File: src/sv/sdp_pkg.sv
`timescale 1ns / 1ps
`default_nettype none
// ----------------------------------------------------------------------------
// SPH density/pressure package
// Shared widths, register indexes and the command/status types that join
// the controller and the datapath.
// ----------------------------------------------------------------------------
package sdp_pkg;

   localparam int DATA_W      = 32;
   localparam int ACC_W       = 40;
   localparam int PROD_W      = 80;
   localparam int REQ_DATA_W  = 288;
   localparam int RSP_DATA_W  = 64;
   localparam int CSR_INDEX_W = 1;

   localparam logic [ACC_W-1:0] ACC_MAX = {ACC_W{1'b1}};

   // configuration register indexes
   localparam logic [CSR_INDEX_W-1:0] REG_RADIUS_SQ = 1'b0;
   localparam logic [CSR_INDEX_W-1:0] REG_POLY6     = 1'b1;

   // operand pair fed to the shared multiplier
   typedef enum logic [3:0] {
      MUL_DX,
      MUL_DY,
      MUL_DZ,
      MUL_MP,
      MUL_DD,
      MUL_SQ_LO,
      MUL_SQ_HI,
      MUL_T_LL,
      MUL_T_LH,
      MUL_T_HL,
      MUL_T_HH,
      MUL_PR_LO,
      MUL_PR_HI
   } mul_op_type;

   // squared distance accumulator
   typedef enum logic [1:0] {
      D2_HOLD,
      D2_LOAD,
      D2_ADD
   } d2_op_type;

   // partial product accumulator
   typedef enum logic [1:0] {
      PROD_HOLD,
      PROD_LOAD,
      PROD_ADD32,
      PROD_ADD64
   } prod_op_type;

   // capture of intermediate and final values
   typedef enum logic [3:0] {
      CAP_NONE,
      CAP_RANGE,
      CAP_MP,
      CAP_SQ,
      CAP_CUBE,
      CAP_TERM,
      CAP_RHO,
      CAP_EX,
      CAP_OUT
   } cap_op_type;

   typedef struct packed {
      logic        load;
      mul_op_type  mul_op;
      d2_op_type   d2_op;
      prod_op_type prod_op;
      cap_op_type  cap_op;
   } dp_cmd_type;

   typedef struct packed {
      logic hit;
      logic last;
      logic out_free;
   } dp_status_type;

endpackage
`default_nettype wire

File: src/sv/sdp_datapath.sv
`timescale 1ns / 1ps
`default_nettype none
// ----------------------------------------------------------------------------
// SPH density/pressure datapath
// Request latch, one shared 32x32 multiplier with a registered product,
// partial product accumulator, density accumulator, configuration
// registers and the result output register.
// ----------------------------------------------------------------------------
module sdp_datapath #(
   parameter int FRAC_BITS = 16
) (
   input  wire                              clock,
   input  wire                              reset,
   input  sdp_pkg::dp_cmd_type              cmd,
   output sdp_pkg::dp_status_type           status,
   input  wire [sdp_pkg::REQ_DATA_W-1:0]    req_tdata,
   input  wire                              req_tuser,
   input  wire                              req_tlast,
   input  wire                              csr_valid,
   input  wire [sdp_pkg::CSR_INDEX_W-1:0]   csr_index,
   input  wire [sdp_pkg::DATA_W-1:0]        csr_wdata,
   output logic                             rsp_tvalid,
   input  wire                              rsp_tready,
   output logic [sdp_pkg::RSP_DATA_W-1:0]   rsp_tdata
);

   localparam int DW  = sdp_pkg::DATA_W;
   localparam int AW  = sdp_pkg::ACC_W;
   localparam int PW  = sdp_pkg::PROD_W;
   localparam int D2W = 2 * DW + 2 - FRAC_BITS;
   localparam logic [DW-1:0] ONE_Q = DW'(1) << FRAC_BITS;

   // |n - s| of two signed coordinates, always fits 32 bits
   function automatic logic [DW-1:0] abs_diff(input logic [DW-1:0] s,
                                              input logic [DW-1:0] n);
      logic [DW:0] d;
      d = {n[DW-1], n} - {s[DW-1], s};
      if (d[DW]) begin
         d = -d;
      end
      return d[DW-1:0];
   endfunction

   logic [DW-1:0]  mag_ff [3];
   logic [DW-1:0]  mass_ff;
   logic [DW-1:0]  rest_ff;
   logic [DW-1:0]  gas_ff;
   logic           self_ff;
   logic           last_ff;
   logic [DW-1:0]  radius_ff;
   logic [DW-1:0]  poly6_ff;
   logic [DW-1:0]  mul_a;
   logic [DW-1:0]  mul_b;
   logic [2*DW-1:0] mul_ff;
   logic [D2W-1:0] d2_ff;
   logic [PW-1:0]  prod_ff;
   logic [PW-1:0]  prod_in;
   logic [PW-1:0]  prod_shift;
   logic [AW-1:0]  prod_sat;
   logic [DW-1:0]  prod_sat32;
   logic [DW-1:0]  diff_ff;
   logic           hit_ff;
   logic [AW-1:0]  mp_ff;
   logic [AW-1:0]  sq_ff;
   logic [AW-1:0]  cube_ff;
   logic [AW-1:0]  acc_ff;
   logic [AW:0]    acc_sum;
   logic [AW-1:0]  rho_ff;
   logic [AW-1:0]  ex_ff;
   logic           rsp_valid_ff;
   logic [sdp_pkg::RSP_DATA_W-1:0] rsp_data_ff;

   // latch the request: component magnitudes and per-particle values
   always_ff @(posedge clock) begin
      if (cmd.load) begin
         mag_ff[0] <= abs_diff(req_tdata[31:0],   req_tdata[127:96]);
         mag_ff[1] <= abs_diff(req_tdata[63:32],  req_tdata[159:128]);
         mag_ff[2] <= abs_diff(req_tdata[95:64],  req_tdata[191:160]);
         mass_ff   <= req_tdata[223:192];
         rest_ff   <= req_tdata[255:224];
         gas_ff    <= req_tdata[287:256];
         self_ff   <= req_tuser;
         last_ff   <= req_tlast;
      end
   end

   // configuration registers
   always_ff @(posedge clock) begin
      if (reset) begin
         radius_ff <= ONE_Q;
         poly6_ff  <= ONE_Q;
      end else if (csr_valid) begin
         priority if (csr_index == sdp_pkg::REG_RADIUS_SQ) begin
            radius_ff <= csr_wdata;
         end else if (csr_index == sdp_pkg::REG_POLY6) begin
            poly6_ff <= csr_wdata;
         end
      end
   end

   // select multiplier operands
   always_comb begin
      unique case (cmd.mul_op)
         sdp_pkg::MUL_DX: begin
            mul_a = mag_ff[0];
            mul_b = mag_ff[0];
         end
         sdp_pkg::MUL_DY: begin
            mul_a = mag_ff[1];
            mul_b = mag_ff[1];
         end
         sdp_pkg::MUL_DZ: begin
            mul_a = mag_ff[2];
            mul_b = mag_ff[2];
         end
         sdp_pkg::MUL_MP: begin
            mul_a = mass_ff;
            mul_b = poly6_ff;
         end
         sdp_pkg::MUL_DD: begin
            mul_a = diff_ff;
            mul_b = diff_ff;
         end
         sdp_pkg::MUL_SQ_LO: begin
            mul_a = sq_ff[DW-1:0];
            mul_b = diff_ff;
         end
         sdp_pkg::MUL_SQ_HI: begin
            mul_a = DW'(sq_ff[AW-1:DW]);
            mul_b = diff_ff;
         end
         sdp_pkg::MUL_T_LL: begin
            mul_a = cube_ff[DW-1:0];
            mul_b = mp_ff[DW-1:0];
         end
         sdp_pkg::MUL_T_LH: begin
            mul_a = cube_ff[DW-1:0];
            mul_b = DW'(mp_ff[AW-1:DW]);
         end
         sdp_pkg::MUL_T_HL: begin
            mul_a = DW'(cube_ff[AW-1:DW]);
            mul_b = mp_ff[DW-1:0];
         end
         sdp_pkg::MUL_T_HH: begin
            mul_a = DW'(cube_ff[AW-1:DW]);
            mul_b = DW'(mp_ff[AW-1:DW]);
         end
         sdp_pkg::MUL_PR_LO: begin
            mul_a = gas_ff;
            mul_b = ex_ff[DW-1:0];
         end
         sdp_pkg::MUL_PR_HI: begin
            mul_a = gas_ff;
            mul_b = DW'(ex_ff[AW-1:DW]);
         end
         default: begin
            mul_a = '0;
            mul_b = '0;
         end
      endcase
   end

   // shared multiplier, product registered
   always_ff @(posedge clock) begin
      mul_ff <= mul_a * mul_b;
   end

   // sum of the three component squares
   always_ff @(posedge clock) begin
      unique case (cmd.d2_op)
         sdp_pkg::D2_LOAD: d2_ff <= D2W'(mul_ff[2*DW-1:FRAC_BITS]);
         sdp_pkg::D2_ADD:  d2_ff <= d2_ff + D2W'(mul_ff[2*DW-1:FRAC_BITS]);
         default:          d2_ff <= d2_ff;
      endcase
   end

   // gather partial products of a wide multiply
   always_comb begin
      unique case (cmd.prod_op)
         sdp_pkg::PROD_LOAD:  prod_in = PW'(mul_ff);
         sdp_pkg::PROD_ADD32: prod_in = prod_ff + (PW'(mul_ff) << DW);
         sdp_pkg::PROD_ADD64: prod_in = prod_ff + (PW'(mul_ff) << (2 * DW));
         default:             prod_in = prod_ff;
      endcase
   end

   always_ff @(posedge clock) begin
      prod_ff <= prod_in;
   end

   // drop fraction bits and saturate the product
   always_comb begin
      prod_shift = prod_ff >> FRAC_BITS;
      prod_sat   = (|prod_shift[PW-1:AW]) ? sdp_pkg::ACC_MAX : prod_shift[AW-1:0];
      prod_sat32 = (|prod_shift[PW-1:DW]) ? {DW{1'b1}} : prod_shift[DW-1:0];
      acc_sum    = {1'b0, acc_ff} + {1'b0, prod_sat};
   end

   // capture intermediate values
   always_ff @(posedge clock) begin
      unique case (cmd.cap_op)
         sdp_pkg::CAP_RANGE: begin
            hit_ff  <= !self_ff && (d2_ff <= D2W'(radius_ff));
            diff_ff <= radius_ff - d2_ff[DW-1:0];
         end
         sdp_pkg::CAP_MP:   mp_ff   <= prod_sat;
         sdp_pkg::CAP_SQ:   sq_ff   <= prod_sat;
         sdp_pkg::CAP_CUBE: cube_ff <= prod_sat;
         sdp_pkg::CAP_RHO:  rho_ff  <= (acc_ff > AW'(rest_ff)) ? acc_ff : AW'(rest_ff);
         sdp_pkg::CAP_EX:   ex_ff   <= rho_ff - AW'(rest_ff);
         default: begin
         end
      endcase
   end

   // density accumulator: add the kernel term, clear after the last neighbor
   always_ff @(posedge clock) begin
      if (reset) begin
         acc_ff <= '0;
      end else if (cmd.cap_op == sdp_pkg::CAP_TERM) begin
         acc_ff <= acc_sum[AW] ? sdp_pkg::ACC_MAX : acc_sum[AW-1:0];
      end else if (cmd.cap_op == sdp_pkg::CAP_RHO) begin
         acc_ff <= '0;
      end
   end

   // result output register
   always_ff @(posedge clock) begin
      if (reset) begin
         rsp_valid_ff <= 1'b0;
      end else if (cmd.cap_op == sdp_pkg::CAP_OUT) begin
         rsp_valid_ff <= 1'b1;
      end else if (rsp_tready) begin
         rsp_valid_ff <= 1'b0;
      end
   end

   always_ff @(posedge clock) begin
      if (cmd.cap_op == sdp_pkg::CAP_OUT) begin
         rsp_data_ff <= {prod_sat32,
                         (|rho_ff[AW-1:DW]) ? {DW{1'b1}} : rho_ff[DW-1:0]};
      end
   end

   assign rsp_tvalid      = rsp_valid_ff;
   assign rsp_tdata       = rsp_data_ff;
   assign status.hit      = hit_ff;
   assign status.last     = last_ff;
   assign status.out_free = !rsp_valid_ff || rsp_tready;

endmodule
`default_nettype wire

File: src/sv/sdp_ctrl.sv
`timescale 1ns / 1ps
`default_nettype none
// ----------------------------------------------------------------------------
// SPH density/pressure controller
// Sequences one request through the shared multiplier: distance squares,
// range test, kernel cube, kernel term, and on the last neighbor the
// density clamp and pressure product.
// ----------------------------------------------------------------------------
module sdp_ctrl (
   input  wire                    clock,
   input  wire                    reset,
   input  wire                    req_tvalid,
   output logic                   req_tready,
   input  sdp_pkg::dp_status_type status,
   output sdp_pkg::dp_cmd_type    cmd
);

   typedef enum logic [4:0] {
      S_IDLE,
      S_SQ0,
      S_SQ1,
      S_SQ2,
      S_SQ3,
      S_RANGE,
      S_MP,
      S_DD_SUM,
      S_SQ_CAP,
      S_CB_LO,
      S_CB_HI,
      S_CB_SUM,
      S_CB_CAP,
      S_T_LL,
      S_T_LH,
      S_T_HL,
      S_T_HH,
      S_T_SUM,
      S_ACC,
      S_RHO,
      S_EX,
      S_PR_LO,
      S_PR_HI,
      S_PR_SUM,
      S_OUT
   } state_type;

   state_type state_ff;
   state_type state_in;
   logic      ready_ff;
   logic      ready_in;
   logic      accept;

   assign accept     = req_tvalid && ready_ff;
   assign req_tready = ready_ff;

   // next state and datapath commands
   always_comb begin
      state_in    = state_ff;
      cmd.load    = accept;
      cmd.mul_op  = sdp_pkg::MUL_DX;
      cmd.d2_op   = sdp_pkg::D2_HOLD;
      cmd.prod_op = sdp_pkg::PROD_HOLD;
      cmd.cap_op  = sdp_pkg::CAP_NONE;
      unique case (state_ff)
         S_IDLE: begin
            if (accept) begin
               state_in = S_SQ0;
            end
         end
         S_SQ0: begin
            cmd.mul_op = sdp_pkg::MUL_DX;
            state_in   = S_SQ1;
         end
         S_SQ1: begin
            cmd.mul_op = sdp_pkg::MUL_DY;
            cmd.d2_op  = sdp_pkg::D2_LOAD;
            state_in   = S_SQ2;
         end
         S_SQ2: begin
            cmd.mul_op = sdp_pkg::MUL_DZ;
            cmd.d2_op  = sdp_pkg::D2_ADD;
            state_in   = S_SQ3;
         end
         S_SQ3: begin
            cmd.mul_op = sdp_pkg::MUL_MP;
            cmd.d2_op  = sdp_pkg::D2_ADD;
            state_in   = S_RANGE;
         end
         S_RANGE: begin
            cmd.prod_op = sdp_pkg::PROD_LOAD;
            cmd.cap_op  = sdp_pkg::CAP_RANGE;
            state_in    = S_MP;
         end
         S_MP: begin
            cmd.mul_op = sdp_pkg::MUL_DD;
            cmd.cap_op = sdp_pkg::CAP_MP;
            // skip the kernel for self entries and neighbors out of range
            priority if (status.hit) begin
               state_in = S_DD_SUM;
            end else if (status.last) begin
               state_in = S_RHO;
            end else begin
               state_in = S_IDLE;
            end
         end
         S_DD_SUM: begin
            cmd.prod_op = sdp_pkg::PROD_LOAD;
            state_in    = S_SQ_CAP;
         end
         S_SQ_CAP: begin
            cmd.cap_op = sdp_pkg::CAP_SQ;
            state_in   = S_CB_LO;
         end
         S_CB_LO: begin
            cmd.mul_op = sdp_pkg::MUL_SQ_LO;
            state_in   = S_CB_HI;
         end
         S_CB_HI: begin
            cmd.mul_op  = sdp_pkg::MUL_SQ_HI;
            cmd.prod_op = sdp_pkg::PROD_LOAD;
            state_in    = S_CB_SUM;
         end
         S_CB_SUM: begin
            cmd.prod_op = sdp_pkg::PROD_ADD32;
            state_in    = S_CB_CAP;
         end
         S_CB_CAP: begin
            cmd.cap_op = sdp_pkg::CAP_CUBE;
            state_in   = S_T_LL;
         end
         S_T_LL: begin
            cmd.mul_op = sdp_pkg::MUL_T_LL;
            state_in   = S_T_LH;
         end
         S_T_LH: begin
            cmd.mul_op  = sdp_pkg::MUL_T_LH;
            cmd.prod_op = sdp_pkg::PROD_LOAD;
            state_in    = S_T_HL;
         end
         S_T_HL: begin
            cmd.mul_op  = sdp_pkg::MUL_T_HL;
            cmd.prod_op = sdp_pkg::PROD_ADD32;
            state_in    = S_T_HH;
         end
         S_T_HH: begin
            cmd.mul_op  = sdp_pkg::MUL_T_HH;
            cmd.prod_op = sdp_pkg::PROD_ADD32;
            state_in    = S_T_SUM;
         end
         S_T_SUM: begin
            cmd.prod_op = sdp_pkg::PROD_ADD64;
            state_in    = S_ACC;
         end
         S_ACC: begin
            cmd.cap_op = sdp_pkg::CAP_TERM;
            state_in   = status.last ? S_RHO : S_IDLE;
         end
         S_RHO: begin
            cmd.cap_op = sdp_pkg::CAP_RHO;
            state_in   = S_EX;
         end
         S_EX: begin
            cmd.cap_op = sdp_pkg::CAP_EX;
            state_in   = S_PR_LO;
         end
         S_PR_LO: begin
            cmd.mul_op = sdp_pkg::MUL_PR_LO;
            state_in   = S_PR_HI;
         end
         S_PR_HI: begin
            cmd.mul_op  = sdp_pkg::MUL_PR_HI;
            cmd.prod_op = sdp_pkg::PROD_LOAD;
            state_in    = S_PR_SUM;
         end
         S_PR_SUM: begin
            cmd.prod_op = sdp_pkg::PROD_ADD32;
            state_in    = S_OUT;
         end
         S_OUT: begin
            // hold until the output register is free
            if (status.out_free) begin
               cmd.cap_op = sdp_pkg::CAP_OUT;
               state_in   = S_IDLE;
            end
         end
         default: begin
            state_in = S_IDLE;
         end
      endcase
      ready_in = (state_in == S_IDLE);
   end

   // state and registered ready
   always_ff @(posedge clock) begin
      if (reset) begin
         state_ff <= S_IDLE;
         ready_ff <= 1'b0;
      end else begin
         state_ff <= state_in;
         ready_ff <= ready_in;
      end
   end

endmodule
`default_nettype wire

File: src/sv/sph_density_pressure.sv
`timescale 1ns / 1ps
`default_nettype none
// ----------------------------------------------------------------------------
// SPH density and pressure, poly6 kernel
// Accumulates the poly6 density of one particle over its neighbor requests
// and emits clamped density and pressure on the last neighbor.
// ----------------------------------------------------------------------------
// One neighbor request is taken at a time and all products go through a
// single 32x32 multiplier, so the cost of a request is set by how many
// multiplies it needs: a self entry or a neighbor outside the smoothing
// radius needs fewer than a neighbor inside it, and the request marked last
// adds the density clamp and pressure product (longer if the previous
// result has not yet been taken). A result waits in an output register,
// so the next request is taken while it is pending. Configuration writes
// are always ready and should only be issued while no request is in flight.
module sph_density_pressure #(
   parameter int FRAC_BITS = 16
) (
   input  wire                                 clock,
   input  wire                                 reset,
   input  wire                                 req_tvalid,
   output logic                                req_tready,
   // self_x, self_y, self_z, nbr_x, nbr_y, nbr_z, nbr_mass, rest_density,
   // gas_const, 32 bits each from bit 0 up
   input  wire  [sdp_pkg::REQ_DATA_W-1:0]      req_tdata,
   // is_self
   input  wire                                 req_tuser,
   // last_nbr
   input  wire                                 req_tlast,
   output logic                                rsp_tvalid,
   input  wire                                 rsp_tready,
   // density [31:0], pressure [63:32]
   output logic [sdp_pkg::RSP_DATA_W-1:0]      rsp_tdata,
   input  wire                                 csr_valid,
   output logic                                csr_ready,
   input  wire  [sdp_pkg::CSR_INDEX_W-1:0]     csr_index,
   input  wire  [sdp_pkg::DATA_W-1:0]          csr_wdata
);

   sdp_pkg::dp_cmd_type    cmd;
   sdp_pkg::dp_status_type status;

   // configuration registers take a write every cycle
   assign csr_ready = 1'b1;

   sdp_ctrl u_ctrl (
      .clock      (clock),
      .reset      (reset),
      .req_tvalid (req_tvalid),
      .req_tready (req_tready),
      .status     (status),
      .cmd        (cmd)
   );

   sdp_datapath #(
      .FRAC_BITS (FRAC_BITS)
   ) u_datapath (
      .clock      (clock),
      .reset      (reset),
      .cmd        (cmd),
      .status     (status),
      .req_tdata  (req_tdata),
      .req_tuser  (req_tuser),
      .req_tlast  (req_tlast),
      .csr_valid  (csr_valid),
      .csr_index  (csr_index),
      .csr_wdata  (csr_wdata),
      .rsp_tvalid (rsp_tvalid),
      .rsp_tready (rsp_tready),
      .rsp_tdata  (rsp_tdata)
   );

endmodule
`default_nettype wire

File: config.mk
export PLATFORM = sky130hd
export DESIGN_NAME = sph_density_pressure
export DESIGN_NICKNAME = d
export VERILOG_FILES = /design/src/sv/sdp_pkg.sv /design/src/sv/sdp_datapath.sv /design/src/sv/sdp_ctrl.sv /design/src/sv/sph_density_pressure.sv
export SDC_FILE = /design/constraint.sdc
export NUM_CORES = 2
export LEC_CHECK = 0
export ABC_CLOCK_PERIOD_IN_PS = 25600
export BUFFER_PORTS_ARGS = -buffer_cell sky130_fd_sc_hd__buf_4
export CAP_MARGIN = 20
export CORE_UTILIZATION = 62
export CTS_CLUSTER_SIZE = 10
export DETAILED_ROUTE_END_ITERATION = 7
export PLACE_DENSITY = 0.77
export SKIP_LAST_GASP = 1
export SLEW_MARGIN = 5
export SYNTH_ARGS = -nofsm -noshare
export SYNTH_HDL_FRONTEND = slang
export SYNTH_SLANG_ARGS = --single-unit
File: constraint.sdc
create_clock -name clock -period 25.6 [get_ports clock]
set_input_delay 7.68 -clock clock [delete_from_list [all_inputs] [get_ports clock]]
set_output_delay 7.68 -clock clock [all_outputs]
set_load 0.01 [all_outputs]
======== After elaboration in Yosys (flattened, before gate mapping) ========
Memories as Yosys holds them, arrays and structs flattened.
Cells that the tools add are included.
operators by class
  add/subtract/negate cells ............... 12
  $mul .................................... 1
  magnitude comparators ................... 2
  equality and inequality tests ........... 49
  multiplexer cells ....................... 29
  bitwise operators ....................... 1
  reductions and logical operators ........ 26
operator list
  operator                                       number
  case mux 32 bit (10 select lines)              1
  case mux 32 bit (9 select lines)               1
  case mux 80 bit (3 select lines)               1
  2-to-1 mux 32 bit                              7
  adder 80 bit                                   2
  2-to-1 mux 40 bit                              4
  case mux 5 bit (25 select lines)               1
  case mux 50 bit (2 select lines)               1
  subtractor 32 x 32 -> 33 bit                   3
  negator 32 bit                                 3
  multiplier 32 x 32 -> 64 bit                   1
  adder 50 x 48 -> 50 bit                        1
  less-or-equal comparator 50 x 32 -> 1 bit      1
  case mux 4 bit (12 select lines)               1
  == test 5 bit, second input constant           9
  adder 40 x 40 -> 41 bit                        1
  == test 5 x 4 -> 1 bit, second input constant  8
  > comparator 40 x 32 -> 1 bit                  1
  subtractor 40 x 32 -> 40 bit                   1
  == test 4 x 3 -> 1 bit, second input constant  8
  case mux 4 bit (8 select lines)                1
  OR reduction 32 bit                            1
  subtractor 32 bit                              1
  == test 4 bit, second input constant           6
  27 further kinds                               55
word-level totals
  bits in registers ....................... 700
  RAM bits ................................ 96
  output and inout bits ................... 67
  logic and storage cells ................. 145
  memories kept ........................... 1
memories
  memory             depth  bits a word  read ports  clocked after Yosys merged registers in  write ports  RTL line            source
  u_datapath.mag_ff  3      32           3           0                                        3            sdp_datapath.sv:44  logic [DW-1:0] mag_ff [3];

======== Logic depth before layout (Yosys ltp) ========
  depth after elaboration ................. 7
  gate-level depth with buffers ........... 42

======== Cells and area by module ========
Synthesis repeated with hierarchy kept, for this count alone.
unflattened totals
  cell total of the unflattened synthesis .. 8650
  area, all modules ....................... 80988.9 sq um
modules (own cells, without submodules)
  module                instances  cells each  area each (sq um)  sequential area each (sq um)
  sdp_datapath          1          8532        80180.6            21550.7
  sdp_ctrl              1          116         797.0              120.1
  sph_density_pressure  1          2           11.3               0.0

======== Worst setup path before layout ========
Ideal clock, no wire load.
  path type ............................... input port to flip-flop
  start ................................... in req_tvalid
  end ..................................... reg u_ctrl.state_ff[0]
  library setup time ...................... 0.066 ns
  arrival ................................. 12.935 ns
  data required time ...................... 25.534 ns
  slack ................................... 12.600 ns
  cell stages on the path ................. 5
  path buffers ............................ 0
  path through ............................ and2_1 -> or3_1 -> a21oi_1 -> o31ai_1 -> nor2b_1
on the way
  longest elaborated chain between the ends .. 3
ends and longest elaborated chain
  element                           RTL line                    source
  start: declaration                sph_density_pressure.sv:21  input wire req_tvalid,
  logical AND 1 bit                 sdp_ctrl.sv:52              assign accept = req_tvalid && ready_ff;
  2-to-1 mux 5 bit                  sdp_ctrl.sv:65              if (accept) begin
  case mux 5 bit (25 select lines)  sdp_ctrl.sv:63              unique case (state_ff)
  end signal: assignment            sdp_ctrl.sv:198             state_ff <= state_in;
  end: declaration                  sdp_ctrl.sv:46              state_type state_ff;
No other way between the ends.
A chain may end at the register's enable or synchronous reset.

======== Final worst setup path ========
  start ................................... reg u_ctrl.state_ff[4]
  end ..................................... reg u_datapath.mul_ff[62]
on the way
  longest elaborated chain between the ends .. 6
  elaborated cells between the ends (all ways) .. 35
  those cells by class .................... 1 x mul; 24 x eq/ne; 3 x mux; 7 x reduce/logical
ends and longest elaborated chain
  element                                                                                       RTL line             source
  == test 5 bit (tied with other cells)                                                         sdp_ctrl.sv:63
  case mux 4 bit (12 select lines) *                                                            sdp_ctrl.sv:63
  == test 4 x 3 -> 1 bit / == test 4 bit (equally long branches)                                sdp_datapath.sv:103  unique case (cmd.mul_op)
  OR reduction 3 bit (no source line) / OR reduction 2 bit (equally long branches)              n/a
  case mux 32 bit (9 select lines) / case mux 32 bit (10 select lines) (equally long branches)  sdp_datapath.sv:103
  multiplier 32 x 32 -> 64 bit *                                                                sdp_datapath.sv:165  mul_ff <= mul_a * mul_b;
  end signal: assignment                                                                        sdp_datapath.sv:165
  end: declaration                                                                              sdp_datapath.sv:54   logic [2*DW-1:0] mul_ff;
Every way passes the cells marked *; elsewhere a longest branch is shown, timed or not.

==> summary.txt <==
Status
  • Run status: finished, violations left
  • Failing checks: design-rule violations

Min path
  • Hold Path End: u_datapath.poly6_ff[23]
  • Hold path start: u_datapath.poly6_ff[23]
  • Worst Hold Depth: 2
  • Min-Delay Path Class: flip-flop to flip-flop

Place
  • RePlAce Congestion: 1.029
  • Post-Place Worst Slack: 13.76 ns
  • Cell count after placement: 10514
  • Post-Place Cell Area: 86070 sq um
  • Detailed Place HPWL: 223.3 mm
  • IO Port Bufs: 393

Worst setup path
  • Critical Path Fanout Max: 32
  • Critical Path AT: 12.88 ns
  • Worst EP required: 26.26 ns
  • Largest stage delay on the critical path: 1.13 ns
  • R2R setup slack: 13.38 ns
  • Cell mode on critical path: fa_1
  • Slowest-stage cell, CP: a222oi_1
  • R2R depth: 30
  • RR Startpoint: u_ctrl.state_ff[4]
  • CP startpoint kind: flip-flop
  • Setup CP Type: flip-flop to flip-flop
  • Crit end category: flip-flop
  • RR Endpoint: u_datapath.mul_ff[62]

STA
  • Endpoints failing setup: 0
  • RSZ-0062 raised after global routing: no
  • Max-slew headroom: 15.10%
  • Slew Limit Fails: 0
  • Least-Margin Pin Slew: 1.273 ns
  • Worst Skew: 0.07135 ns
  • Final Hold Viols: 0
  • Period utilisation layout: 47.74%
  • Fmax: 81.82 MHz
  • Final setup TNS: 0 ns
  • Worst setup margin: 13.38 ns
  • Post-layout min period: 12.22 ns

Finish
  • Post-Layout Inst Area: 89130 sq um
  • # fillers: 10238
  • Commonest non-fill, non-tap cell in the layout: inv_1
  • Final #Nets: 10748
  • Area growth syn-to-layout: 10.35%
  • Layout Cells excl Fill: 10715
  • Most frequent cells in the layout: 1266 x inv_1, 962 x nand2_1, 905 x fa_1
  • Fraction of layout cells with a size suffix above 1: 10.03%

Yosys
  • EDFF count, synth: 605
  • Post-synth top flop: edfxtp_1
  • Multiplexer area fraction after synthesis: 1.064%
  • Adder-cell share of the synthesized area: 32.41%
  • Register area share after synthesis: 26.83%
  • Yosys reg bits: 780
  • Cell taking the most area after synthesis: edfxtp_1
  • Ys async rst share: 0%
  • Compound-Gate Fraction of Synth Area: 14.00%
  • Post-Syn Area: 80770 sq um
  • Post-Synth XOR/XNOR Area: 4.435%
  • Post-Syn Instances: 8589
  • Synth warnings: 0
  • Avg Inst Size Synth: 9.404 sq um
  • Share of the synthesized area in the top cell type: 22.49%
  • Cell variety after synth: 96
  • Largest family of logic cells by synthesized area: adder cells
  • Syn nets: 10466
  • Post-Synth Simple-Gate Area: 13.66%
  • Top post-synthesis cells by area: edfxtp_1 22%, fa_1 22%, ha_1 10%, inv_1 5.9%, nand2_1 4.5%

Die
  • Die W: 362.9 um
  • Core Box Area: 129300 sq um
  • Die Area: 131700 sq um
  • IO Count: 395
  • Core Rows: 132
  • Die Y: 362.9 um
  • Initial Utilization: 62.46%

Routing
  • Post-route DRC: 2
  • Pre-Repair DR Iteration Count: 8
  • Wire per inst: 26.45 um
  • DR iter-0 viols: 7352
  • Via Count: 67467
  • DR vias/cell: 6.297
  • Total Wirelength: 283.4 mm
  • Antenna Nets Post-Route: 0

Global route
  • GR Overflow Total: 0
  • First-pass GRT wire length: 419.0 mm
  • Largest net degree at the start of global routing: 82
  • Number of global-route vias before repair: 67083
  • Tot GR Track Use: 43.19%
  • Initial antenna violation count: 27

Clock tree
  • Htree depth: 3
  • Clk Latency, worst-skew pair: 0.75 ns
  • Worst-path clk slew: 0.06 ns
  • CTS tree: yes
  • Clk Tree Root Cell: clkbuf_16
  • Resized cells post-CTS: 0
  • Clk sinks: 780
  • Setup Buffers After CTS: 0
  • Total CTS buffers: 95
  • CTS max path bufs: 3
  • # hold bufs at CTS: 0

Flow run
  • Maxcap violations: 0
[worst max-delay path by stage]
stage,start,endpoint,slack [ns],cells after the start
3_3_place_gp,req_tdata[160],u_datapath.mag_ff[0][90],13.90,17
4_1_cts,u_ctrl.state_ff[4],u_datapath.mul_ff[62],13.86,32
2_1_floorplan,req_tvalid,u_ctrl.state_ff[0],12.60,5
3_5_place_dp,req_tdata[160],u_datapath.mag_ff[0][68],13.76,17
6_report,u_ctrl.state_ff[4],u_datapath.mul_ff[62],13.38,30
5_1_grt,u_ctrl.state_ff[4],u_datapath.mul_ff[60],12.98,30
[per-stage QoR]
step,hold WS (ns),util (%)
after floorplan,0.4363,-
after global placement,0.4416,66.55
after CTS,0.4554,68.87
after global routing,0.4787,68.88
final,0.4579,68.92
after detailed placement,0.4469,66.55
[state kept, by name (all words and copies together) (netlist names), 5 cells and up]
register	flops
u_datapath.mp_ff	40
u_datapath.mul_ff	64
u_datapath.diff_ff	32
u_datapath.rest_ff	32
u_datapath.cube_ff	40
u_datapath.gas_ff	32
u_datapath.prod_ff	64
u_datapath.ex_ff	40
u_datapath.rho_ff	40
u_ctrl.state_ff	5
u_datapath.mass_ff	32
u_datapath.mag_ff	96
u_datapath.d2_ff	50
u_datapath.poly6_ff	32
u_datapath.rsp_tdata	64
u_datapath.acc_ff	40
u_datapath.sq_ff	40
u_datapath.radius_ff	32
[cell type report]
type                            instances  area, sq um  share of cell area, %
Inverter                             1267         4756                  5.336
Sequential cell                       780        21670                  24.31
Tap cell                             1742         2180                  2.446
Multi-Input combinational cell       6177        53350                  59.86
Timing Repair Buffer                  550         4126                  4.630
Antenna cell                           22        55.05                0.06177
Clock buffer                          157         2710                  3.041
Clock inverter                         20        280.3                 0.3145
[worst max-delay path: cells and delay by family, from the launching register on]
family	cells	cell delay [ns]
adders and majority gates	9	4.25
DFF	1	0.65
buffers and inverters	5	0.72
AOI/OAI and AO/OA	10	4.46
xor gates and xnor gates	1	0.15
and+or+nand+nor	5	1.94
[per-layer routing]
metal	vias up	global-route usage, %	wire length (um)
met4	24	23.73	17970
met1	33231	54.85	105200
met2	3985	64.96	123100
met3	873	14.54	36900
li1	29354	-	-
met5	-	0.2905	175
[cells in the mapped netlist, drive strengths merged (17+ instances only)]
master,number
nand4,51
a211o,38
buf,17
ha,644
a211oi,102
inv,1267
a2111oi,40
xor2,142
a22o,73
a221oi,21
nor4,28
a31oi,53
o211ai,23
and3,47
o21ai,252
nor2b,63
o21bai,47
xnor2,267
nand3,99
nor3,74
nand2,962
o21a,52
or4,17
mux2,71
fa,905
or3,72
a21oi,489
nor2,761
or2,53
a22oi,102
and2,94
edfxtp,605
dfxtp,175
nand2b,88
a21o,199
a2111o,25
o31ai,29
clkbuf,348
[logic make-up after synthesis]
| group | Yosys count |
|---|---|
| XOR/XNOR | 409 |
| flip-flops | 780 |
| adder cells (fa/ha/maj) | 1549 |
| other | 1 |
| buffers and inverters | 1632 |
| multiplexers | 77 |
| AND/OR/NAND/NOR | 2461 |
| AO/OA/AOI/OAI | 1680 |
Power is left out: the tool's default activity adds up to more than one toggle a clock period on the data nets, which glitch-free logic cannot reach.
